===== config.mk =====
export PLATFORM = sky130hd
export DESIGN_NAME = irc_line_tokenizer
export DESIGN_NICKNAME = d
export VERILOG_FILES = /design/src/design/ilt_pkg.sv /design/src/design/irc_line_tokenizer.sv
export SDC_FILE = /design/constraint.sdc
export NUM_CORES = 1
export LEC_CHECK = 0
export BUFFER_PORTS_ARGS = -buffer_cell sky130_fd_sc_hd__buf_2
export CAP_MARGIN = 30
export CORE_ASPECT_RATIO = 0.6
export CORE_MARGIN = 4
export CORE_UTILIZATION = 60
export DETAILED_ROUTE_END_ITERATION = 10
export PLACE_DENSITY = 0.95
export SKIP_CTS_REPAIR_TIMING = 1
export SLEW_MARGIN = 20
export SYNTH_ARGS = -nofsm -noshare
export SYNTH_HDL_FRONTEND = slang
export SYNTH_SLANG_ARGS = --single-unit

===== constraint.sdc =====
create_clock -name clk -period 5.3 [get_ports clk]
set_input_delay 0 -clock clk [delete_from_list [all_inputs] [get_ports clk]]
set_output_delay 0 -clock clk [all_outputs]
set_load 0.02 [all_outputs]

===== src/design/ilt_pkg.sv =====
package ilt_pkg;

	localparam int unsigned MAX_PARAMS = 15;

	localparam int unsigned TDATA_IN_W  = 8;
	localparam int unsigned TDATA_OUT_W = 32;

	typedef enum logic [2:0] {
		CLS_SEP   = 3'd0,
		CLS_TAG   = 3'd1,
		CLS_NICK  = 3'd2,
		CLS_HOST  = 3'd3,
		CLS_CMD   = 3'd4,
		CLS_PARAM = 3'd5,
		CLS_TRAIL = 3'd6,
		CLS_DROP  = 3'd7
	} byte_class_t;

	// tuser code of an input item
	localparam logic KIND_DATA = 1'b0;
	localparam logic KIND_EOL  = 1'b1;

	localparam logic [7:0] CH_AT    = 8'h40;
	localparam logic [7:0] CH_COLON = 8'h3A;
	localparam logic [7:0] CH_BANG  = 8'h21;
	localparam logic [7:0] CH_SPACE = 8'h20;
	localparam logic [7:0] CH_ZERO  = 8'h30;
	localparam logic [7:0] CH_NINE  = 8'h39;

	localparam logic [2:0] CMD_LEN_MAX = 3'd7;
	localparam logic [2:0] NUM_DIGITS  = 3'd3;

	// result tdata bit positions
	localparam int unsigned OD_IDX_LSB  = 0;
	localparam int unsigned OD_BYTE_LSB = 4;
	localparam int unsigned OD_OK       = 12;
	localparam int unsigned OD_NUMV     = 13;
	localparam int unsigned OD_NUM_LSB  = 14;
	localparam int unsigned OD_CNT_LSB  = 24;

endpackage


===== src/design/irc_line_tokenizer.sv =====
// IRC line tokenizer.
// Slave stream: one line character per item in s_axis_tdata, s_axis_tuser high marks the
// end-of-line item (its tdata is ignored). Master stream: one result item per input item.
// m_axis_tuser gives the byte class, m_axis_tlast marks the end-of-line result, which
// carries line_ok, the numeric reply value and the kept parameter count; data results
// carry the byte and its parameter index.
// An accepted input passes one input register and one result register before its result
// shows on the master side. Throughput: one item per cycle unless the receiver stalls;
// the parse state, a small phase register, takes one byte classification per cycle.
// Reset clears both stage valids and returns the parser to the start of a line.
// When the receiver stalls the result register holds; the input register keeps taking
// an item until it is full, after which s_axis_tready falls in the same cycle.
module irc_line_tokenizer (
	input  logic                               clk,
	input  logic                               arst_n,
	input  logic                               s_axis_tvalid,
	output logic                               s_axis_tready,
	input  logic [ilt_pkg::TDATA_IN_W-1:0]     s_axis_tdata,  // [7:0] data_byte
	input  logic                               s_axis_tuser,  // [0] end_of_line
	output logic                               m_axis_tvalid,
	input  logic                               m_axis_tready,
	// [3:0] param_index, [11:4] byte_out, [12] line_ok, [13] numeric_valid,
	// [23:14] numeric_value, [27:24] param_count, [31:28] zero
	output logic [ilt_pkg::TDATA_OUT_W-1:0]    m_axis_tdata,
	output logic [2:0]                         m_axis_tuser,  // [2:0] byte_class
	output logic                               m_axis_tlast   // line_done
);
	import ilt_pkg::*;

	typedef enum logic [3:0] {
		PH_START, PH_TAGS, PH_AFTER_TAGS, PH_NICK, PH_HOST, PH_AFTER_PREFIX,
		PH_CMD, PH_GAP, PH_PARAM, PH_DROP, PH_TRAIL
	} phase_t;

	// input stage
	logic       valid_s1;
	logic       eol_s1;
	logic [7:0] byte_s1;

	// parse state
	phase_t     phase_q;
	logic [3:0] kept_q;
	logic [9:0] accum_q;
	logic [2:0] cmd_len_q;
	logic       all_dig_q;
	logic       host_seen_q;

	// result stage
	logic                   valid_s2;
	logic [TDATA_OUT_W-1:0] data_s2;
	byte_class_t            cls_s2;
	logic                   last_s2;

	logic advance;
	logic take_in;

	phase_t      phase_d;
	logic [3:0]  kept_d;
	logic [9:0]  accum_d;
	logic [2:0]  cmd_len_d;
	logic        all_dig_d;
	logic        host_seen_d;
	byte_class_t cls_d;
	logic [3:0]  idx_d;
	logic        take_cmd;
	logic        is_dig;
	logic        line_ok;
	logic        num_ok;
	logic [9:0]  num_val;
	logic [TDATA_OUT_W-1:0] data_d;

	assign advance       = !valid_s2 || m_axis_tready;
	assign s_axis_tready = !valid_s1 || advance;
	assign take_in       = s_axis_tvalid && s_axis_tready;

	assign m_axis_tvalid = valid_s2;
	assign m_axis_tdata  = data_s2;
	assign m_axis_tuser  = cls_s2;
	assign m_axis_tlast  = last_s2;

	assign is_dig = (byte_s1 >= CH_ZERO) && (byte_s1 <= CH_NINE);

	always_comb begin
		phase_d     = phase_q;
		kept_d      = kept_q;
		host_seen_d = host_seen_q;
		cls_d       = CLS_SEP;
		idx_d       = 4'd0;
		take_cmd    = 1'b0;

		case (phase_q)
			PH_TAGS: begin
				if (byte_s1 == CH_SPACE) phase_d = PH_AFTER_TAGS;
				else cls_d = CLS_TAG;
			end
			PH_AFTER_TAGS: begin
				if (byte_s1 == CH_COLON) phase_d = PH_NICK;
				else if (byte_s1 != CH_SPACE) take_cmd = 1'b1;
			end
			PH_NICK: begin
				if (byte_s1 == CH_SPACE) phase_d = PH_AFTER_PREFIX;
				else if (byte_s1 == CH_BANG) begin
					host_seen_d = 1'b1;
					phase_d     = PH_HOST;
				end else cls_d = CLS_NICK;
			end
			PH_HOST: begin
				if (byte_s1 == CH_SPACE) phase_d = PH_AFTER_PREFIX;
				else cls_d = CLS_HOST;
			end
			PH_AFTER_PREFIX: begin
				if (byte_s1 != CH_SPACE) take_cmd = 1'b1;
			end
			PH_CMD: begin
				if (byte_s1 == CH_SPACE) phase_d = PH_GAP;
				else take_cmd = 1'b1;
			end
			PH_GAP: begin
				if (byte_s1 == CH_COLON) phase_d = PH_TRAIL;
				else if (byte_s1 != CH_SPACE) begin
					if (kept_q < 4'(MAX_PARAMS)) begin
						idx_d   = kept_q;
						kept_d  = kept_q + 4'd1;
						phase_d = PH_PARAM;
						cls_d   = CLS_PARAM;
					end else begin
						phase_d = PH_DROP;
						cls_d   = CLS_DROP;
					end
				end
			end
			PH_PARAM: begin
				if (byte_s1 == CH_SPACE) phase_d = PH_GAP;
				else begin
					cls_d = CLS_PARAM;
					idx_d = kept_q - 4'd1;
				end
			end
			PH_DROP: begin
				if (byte_s1 == CH_SPACE) phase_d = PH_GAP;
				else cls_d = CLS_DROP;
			end
			PH_TRAIL: cls_d = CLS_TRAIL;
			default: begin
				if (byte_s1 == CH_AT) phase_d = PH_TAGS;
				else if (byte_s1 == CH_COLON) phase_d = PH_NICK;
				else if (byte_s1 == CH_SPACE) phase_d = PH_GAP;
				else take_cmd = 1'b1;
			end
		endcase

		accum_d   = accum_q;
		cmd_len_d = cmd_len_q;
		all_dig_d = all_dig_q;
		if (take_cmd) begin
			cls_d     = CLS_CMD;
			phase_d   = PH_CMD;
			all_dig_d = all_dig_q && is_dig;
			// accum * 10 + digit, kept to 10 bits
			if (is_dig && cmd_len_q < NUM_DIGITS)
				accum_d = {accum_q[6:0], 3'b000} + {accum_q[8:0], 1'b0}
					+ {6'd0, byte_s1[3:0]};
			if (cmd_len_q < CMD_LEN_MAX) cmd_len_d = cmd_len_q + 3'd1;
		end
	end

	assign line_ok = (phase_q == PH_CMD) || (phase_q == PH_GAP) || (phase_q == PH_PARAM)
		|| (phase_q == PH_DROP) || (phase_q == PH_TRAIL);
	assign num_ok  = line_ok && (cmd_len_q == NUM_DIGITS) && all_dig_q;
	assign num_val = num_ok ? accum_q : 10'd0;

	always_comb begin
		data_d = '0;
		if (eol_s1) begin
			data_d[OD_OK]                = line_ok;
			data_d[OD_NUMV]              = num_ok;
			data_d[OD_NUM_LSB +: 10]     = num_val;
			data_d[OD_CNT_LSB +: 4]      = kept_q;
		end else begin
			data_d[OD_IDX_LSB +: 4]      = idx_d;
			data_d[OD_BYTE_LSB +: 8]     = byte_s1;
		end
	end

	always_ff @(posedge clk or negedge arst_n) begin
		if (!arst_n) begin
			valid_s1 <= 1'b0;
		end else if (s_axis_tready) begin
			valid_s1 <= s_axis_tvalid;
		end
	end

	always_ff @(posedge clk) begin
		if (take_in) begin
			eol_s1  <= (s_axis_tuser == KIND_EOL);
			byte_s1 <= s_axis_tdata;
		end
	end

	always_ff @(posedge clk or negedge arst_n) begin
		if (!arst_n) begin
			phase_q     <= PH_START;
			kept_q      <= 4'd0;
			accum_q     <= 10'd0;
			cmd_len_q   <= 3'd0;
			all_dig_q   <= 1'b1;
			host_seen_q <= 1'b0;
		end else if (valid_s1 && advance) begin
			if (eol_s1) begin
				// back to the start of a line
				phase_q     <= PH_START;
				kept_q      <= 4'd0;
				accum_q     <= 10'd0;
				cmd_len_q   <= 3'd0;
				all_dig_q   <= 1'b1;
				host_seen_q <= 1'b0;
			end else begin
				phase_q     <= phase_d;
				kept_q      <= kept_d;
				accum_q     <= accum_d;
				cmd_len_q   <= cmd_len_d;
				all_dig_q   <= all_dig_d;
				host_seen_q <= host_seen_d;
			end
		end
	end

	always_ff @(posedge clk or negedge arst_n) begin
		if (!arst_n) begin
			valid_s2 <= 1'b0;
		end else if (advance) begin
			valid_s2 <= valid_s1;
		end
	end

	always_ff @(posedge clk) begin
		if (valid_s1 && advance) begin
			data_s2 <= data_d;
			cls_s2  <= eol_s1 ? CLS_SEP : cls_d;
			last_s2 <= eol_s1;
		end
	end

endmodule


Word level (Yosys, flattened, before mapping)
Cells that the tools add are included.
{"block": "word_totals", "register_bits": 65, "in_bits": 13, "output_inout_bits": 38, "elab_cells": 128}
{"block": "op_classes", "addsub": 5, "n_lt_le_gt_ge": 5, "eq_ne": 23, "mux": 49, "reduce_logical": 31}
{"cell": "$mux W4", "count": 21}
{"cell": "$mux W10", "count": 3}
{"cell": "$pmux W4 S7", "count": 1}
{"cell": "$eq A8 B6 Y1 const B", "count": 3}
{"cell": "$mux W3", "count": 8}
{"cell": "$pmux W3 S7", "count": 1}
{"cell": "$eq A4 B3 Y1 const B", "count": 4}
{"cell": "$eq A4 B4 Y1 const B", "count": 3}
{"cell": "$ne A4 B4 Y1 const B", "count": 3}
{"cell": "$reduce_bool A2 Y1", "count": 6}
{"cell": "$add A10 B10 Y10", "count": 1}
{"cell": "$add A10 B4 Y10", "count": 1}
{"cell": "$ne A5 B5 Y1 const B", "count": 2}
{"cell": "$mux W1", "count": 9}
{"cell": "$eq A4 B2 Y1 const B", "count": 2}
{"cell": "$eq A8 B7 Y1 const B", "count": 1}
{"cell": "$ge A8 B6 Y1 const B", "count": 1}
{"cell": "$le A8 B6 Y1 const B", "count": 1}
{"cell": "$mux W2", "count": 4}
{"cell": "$ne A8 B6 Y1 const B", "count": 1}
{"cell": "$pmux W4 S2", "count": 1}
{"cell": "$logic_and A1 B1 Y1", "count": 7}
{"cell": "$reduce_and A7 Y1", "count": 1}
{"cell": "$reduce_or A7 Y1", "count": 1}
{"cell": "18 further kinds", "count": 27}

Longest topological paths before layout
{"block": "logic_depth", "depth_word": 8, "depth_mapped": 10, "depth_no_buf": 10}

Least setup slack after synthesis
No wires, ideal clock.
{"block": "synth_timing", "kind": "register to register", "startpoint": "reg valid_s2 (netlist: m_axis_tvalid)", "endpoint": "reg phase_q[0]", "setup_time_ns": 0.122, "arrival_time_ns": 2.393, "required_ns": 5.178, "setup_slack_ns": 2.786, "stages_incl_launch_ff": 7, "path_buffers": 1, "period_less_slack_ns": 2.514, "path_cell_list": "dfrtp_1 -> nand2b_1 -> nand2_1 -> inv_1 -> clkbuf_1 -> o21ai_2 -> a32o_1"}
{"block": "synth_between", "elab_chain_cells": 4}
{"item": "start: declaration", "line_no": "irc_line_tokenizer.sv:49", "text": "logic valid_s2;"}
{"item": "start signal: assignment", "line_no": "irc_line_tokenizer.sv:232", "text": "valid_s2 <= valid_s1;"}
{"item": "$logic_not A1 Y1", "line_no": "irc_line_tokenizer.sv:72", "text": "assign advance = !valid_s2 || m_axis_tready;"}
{"item": "$logic_or A1 B1 Y1", "line_no": "irc_line_tokenizer.sv:72"}
{"item": "$logic_and A1 B1 Y1", "line_no": "irc_line_tokenizer.sv:208", "text": "end else if (valid_s1 && advance) begin"}
{"item": "$reduce_and A7 Y1 (no source line)"}
{"item": "end signal: assignment", "line_no": "irc_line_tokenizer.sv:218", "text": "phase_q <= phase_d;"}
{"item": "end: declaration", "line_no": "irc_line_tokenizer.sv:41", "text": "phase_t phase_q;"}
Every way passes these cells.
A chain may end at the register's enable or synchronous reset.

Worst setup path in the final report
{"block": "layout_timing", "startpoint": "reg phase_q[3]", "endpoint": "reg accum_q[9]"}
{"block": "layout_between", "elab_chain_cells": 5, "word_cells_on_any_way": 14, "cone_classes": "eq/ne (10); mux (1); reduce/logical (3)"}
{"item": "$eq A4 B3 Y1 (tied with other cells)", "line_no": "irc_line_tokenizer.sv:91", "text": "case (phase_q)"}
{"item": "$reduce_or A7 Y1 (no source line)"}
{"item": "$pmux W1 S4 (*)", "line_no": "irc_line_tokenizer.sv:91"}
{"item": "$reduce_bool A2 Y1 (no source line) (*)"}
{"item": "$reduce_and A3 Y1 (no source line) (*)"}
{"item": "end signal: assignment", "line_no": "irc_line_tokenizer.sv:220", "text": "accum_q <= accum_d;"}
{"item": "end: declaration", "line_no": "irc_line_tokenizer.sv:43", "text": "logic [9:0] accum_q;"}
Every way passes the cells marked *; elsewhere a longest branch is shown, timed or not.

==> results_tabular.tex <==
\begin{tabular}{lr}
\hline
Metric & Value \\
\hline
\multicolumn{2}{l}{\textbf{Status}} \\
\quad Result of the run & finished clean \\
\multicolumn{2}{l}{\textbf{Route}} \\
\quad DR pass1 iterations & 5 \\
\quad DR WL/cell & 18.1 um \\
\quad Total via count in the routed design & around 3100 \\
\quad Antenna-violating nets left & 0 \\
\quad Average via count per standard cell & 6.22 \\
\quad Number of DRC violations after detailed routing & 0 \\
\quad Final wirelength & 9140 um \\
\quad Detailed router's first-iteration violation count & 330 \\
\multicolumn{2}{l}{\textbf{Power and ir drop}} \\
\quad Peak supply drop & 0.000220 V \\
\quad Power Density & 387 mW/mm2 \\
\quad Total Power Consumption & 1.70 mW \\
\quad Pleak & 1.82 nW \\
\multicolumn{2}{l}{\textbf{Critical path}} \\
\quad Category of the most critical setup path & reg -> reg \\
\quad Sort of element at the start of the critical path & register \\
\quad Required time at the endpoint of the critical path & 5.55 ns \\
\quad Maximum fanout count along the critical path & 21 \\
\quad Signal arrival time at the worst endpoint & 3.15 ns \\
\quad Crit path capture type & register \\
\multicolumn{2}{l}{\textbf{Placement}} \\
\quad Port Buf Inserts & between 40 and 50 \\
\quad Post-DP HPWL & 6050 um \\
\quad Final weighted congestion in routability-driven placement & 0.926 \\
\quad Cell area reported after detailed placement & 0.00405 mm2 \\
\multicolumn{2}{l}{\textbf{Timing}} \\
\quad Clock Skews & approximately 0.0068 ns \\
\quad Portion of the clock cycle consumed by the worst path in the final layout & 54.7\% \\
\quad Worst-case headroom to the max-slew limit & around 46\% \\
\quad RSZ-0062 raised after global routing & false \\
\quad Measured slew at the worst slew-check pin & 0.798 ns \\
\quad Total count of max-transition violations in the final report & 0 \\
\quad Total negative setup slack & 0 ns \\
\quad Setup violators final & 0 \\
\quad Final Hold Viols & 0 \\
\quad Time the final worst path needs with I/O delays and setup & 2.90 ns \\
\quad Peak Freq & 0.345 GHz \\
\multicolumn{2}{l}{\textbf{Synthesis}} \\
\quad Top flip-flop cell by instance count after synthesis & sky130\_fd\_sc\_hd\_\_edfxtp\_1 \\
\quad Cell taking the most area after synthesis & sky130\_fd\_sc\_hd\_\_edfxtp\_1 \\
\quad \#FFs+latches synth & 65 \\
\quad Post-Synthesis Cells & 365 \\
\quad Total standard cell area after synthesis & around 0.0038 mm2 \\
\quad Count of different cell masters after synthesis & 72 \\
\quad Area contributors post-synth & sky130\_fd\_sc\_hd\_\_edfxtp\_1, sky130\_fd\_sc\_hd\_\_dfrtp\_1, sky130\_fd\_sc\_hd\_\_ha\_1, sky130\_fd\_sc\_hd\_\_and2\_1, sky130\_fd\_sc\_hd\_\_nor2b\_1 \\
\quad Post-Synthesis Mean Instance Area & roughly 10 um2 \\
\quad Area share of the largest cell type after synthesis & between 30\% and 40\% \\
\quad Number of flops mapped to enable cells by yosys & 41 \\
\quad Syn. warnings & 0 \\
\quad Sequential area share after synthesis & roughly 48\% \\
\quad Ys async rst share & between 30\% and 40\% \\
\multicolumn{2}{l}{\textbf{Global route}} \\
\quad Vias in the first global route & 2854 \\
\quad Maximum number of pins on one net before global-route repair & between 50 and 60 \\
\quad First-pass GRT wire length & 14400 um \\
\quad Total congestion overflow after global routing & 0 \\
\quad Number of antenna violations at the first check in global routing & 0 \\
\quad Total routing usage reported by global routing & 23.2\% \\
\multicolumn{2}{l}{\textbf{Floorplanning}} \\
\quad Core footprint & 0.00614 mm2 \\
\quad Die area & 0.00773 mm2 \\
\quad Cell Rows & 22 \\
\quad Initial core utilization & between 60\% and 70\% \\
\quad Total I/O pin count & 51 \\
\quad Die width & around 110 um \\
\quad Vertical die dimension & 69.7 um \\
\multicolumn{2}{l}{\textbf{Clocking}} \\
\quad Number of buffers created by CTS & 9 \\
\quad Clock tree root buffer cell & sky130\_fd\_sc\_hd\_\_clkbuf\_8 \\
\quad Deepest clock path buffer count & 2 \\
\quad TritonCTS clock tree & yes \\
\quad Clock sink count & 65 \\
\quad Htree depth & 3 \\
\quad Clock transition time at the flip-flop clock pins of the worst setup and hold paths & $\sim$0.07 ns \\
\quad Clock latency at the later pin of the worst-skew pair & 0.35 ns \\
\multicolumn{2}{l}{\textbf{Min path}} \\
\quad Class of the worst hold path & in -> async \\
\multicolumn{2}{l}{\textbf{Final layout}} \\
\quad Syn-to-layout area delta & 15.2\% \\
\quad Post-route cell area & 0.00439 mm2 \\
\quad Most common cell after layout, fill and taps aside & sky130\_fd\_sc\_hd\_\_buf\_2 \\
\quad Commonest non-fill, non-tap cells in the layout & sky130\_fd\_sc\_hd\_\_buf\_2, sky130\_fd\_sc\_hd\_\_edfxtp\_1, sky130\_fd\_sc\_hd\_\_nand2\_1, sky130\_fd\_sc\_hd\_\_dfrtp\_1, sky130\_fd\_sc\_hd\_\_nor2\_1 \\
\quad Nets@finish & 448 \\
\quad Antenna cell count & 0 \\
\quad Ratio of cells with drive above 1 in the final layout & $\sim$18\% \\
\multicolumn{2}{l}{\textbf{Job}} \\
\quad Max-Cap Viols & 0 \\
\hline
\end{tabular}
==> registers in the layout, indices dropped and copies added (netlist names) <==
signal	flops
accum_q	10
all_dig_q	1
byte_s1	8
cmd_len_q	3
eol_s1	1
kept_q	4
m_axis_tdata	28
m_axis_tlast	1
m_axis_tuser	3
m_axis_tvalid	1
phase_q	4
valid_s1	1
==> path summary, 6_finish.rpt <==
| kind | from | endpoint | slack [ns] | depth (start not counted) |
|---|---|---|---|---|
| max | phase_q[3] | accum_q[9] | 2.40 | 7 |
| min reg2reg | valid_s1 | m_axis_tvalid | 0.51 | 1 |
| min | arst_n | accum_q[2] | 0.18 | 2 |
| min in group clk | s_axis_tdata[3] | byte_s1[3] | 0.35 | 2 |
| max reg2reg | phase_q[3] | accum_q[9] | 2.40 | 7 |
| max in group asynchronous | arst_n | kept_q[3] | 4.73 | 2 |
==> synthesized netlist by cell type (all sizes together) (3+ instances only) <==
library cell and number:
a31oi 4, o21ai 13, a211oi 4, or3 6, buf 12, clkbuf 13, o221ai 6, nand2b 13
xor2 3, and3 6, nand3b 4, a21oi 16, a21o 3, a22oi 5, nor3 12, inv 12
nor2 23, o211ai 3, nand3 9, nand4 5, nor2b 14, nand2 23, nor3b 5, and2 15
xnor2 5, edfxtp 41, ha 18, nor4 4, dfrtp 23, o31ai 4
==> layer usage <==
| metal | track usage, % | vias up | part of all wire, % | routed length (um) |
|---|---|---|---|---|
| li1 | - | 1458 | - | - |
| met5 | 0 | - | 0 | 0 |
| met1 | 33.0 | 1495 | 42 | 3870 |
| met2 | 34.1 | 169 | 45 | 4150 |
| met4 | 4.51 | 0 | 0.82 | 75 |
| met3 | 8.98 | 11 | 11 | 1050 |
==> per-stage QoR <==
step | std cells | hold slack, ns | util (%) | setup WS [ns]
after floorplan | 368 | -0.296 | - | 2.79
after global placement | 475 | 0.0226 | 65.9 | 2.29
after detailed placement | 475 | 0.0280 | 65.9 | 2.15
after CTS | 491 | -0.353 | 69.3 | 2.13
after global routing | 504 | 0.239 | 71.5 | 2.16
final | 504 | 0.180 | 71.5 | 2.40
==> report_power, final <==
part           switching, mW  leakage, nW  total [mW]  internal [mW]
sequential            0.0981        0.710       0.718          0.619
combinational          0.296         1.00       0.522          0.226
clock                  0.196        0.108       0.459          0.262
==> critical path: stages (launching register included) <==
cell and delay (ns):
sky130_fd_sc_hd__dfrtp_1 0.73, sky130_fd_sc_hd__and3b_1 0.27, sky130_fd_sc_hd__nor4_1 0.57, sky130_fd_sc_hd__nand3_2 0.16, sky130_fd_sc_hd__a21oi_2 0.37, sky130_fd_sc_hd__buf_6 0.24
sky130_fd_sc_hd__nand2_1 0.16, sky130_fd_sc_hd__o31ai_1 0.31
==> cell families after synthesis <==
kind of cell,Yosys count,share of synthesized area [%]
simple gates,148,22.2
compound gates,84,15.8
flops,65,48.1
buf+inv,37,4.43
fa+ha+maj,20,6.96
xor+xnor,8,1.84
mux,2,0.526
other cells,1,0.0985
==> area by class of cell <==
type,instances,area [um2]
well taps,84,105
repair buffers,61,377
inverters,12,45.0
clock inverters,6,82.6
fillers,439,1750
flip-flops and latches,65,1830
clock buffers,10,128
multi-input cells,266,1820
(Power assumes the default switching activity.)
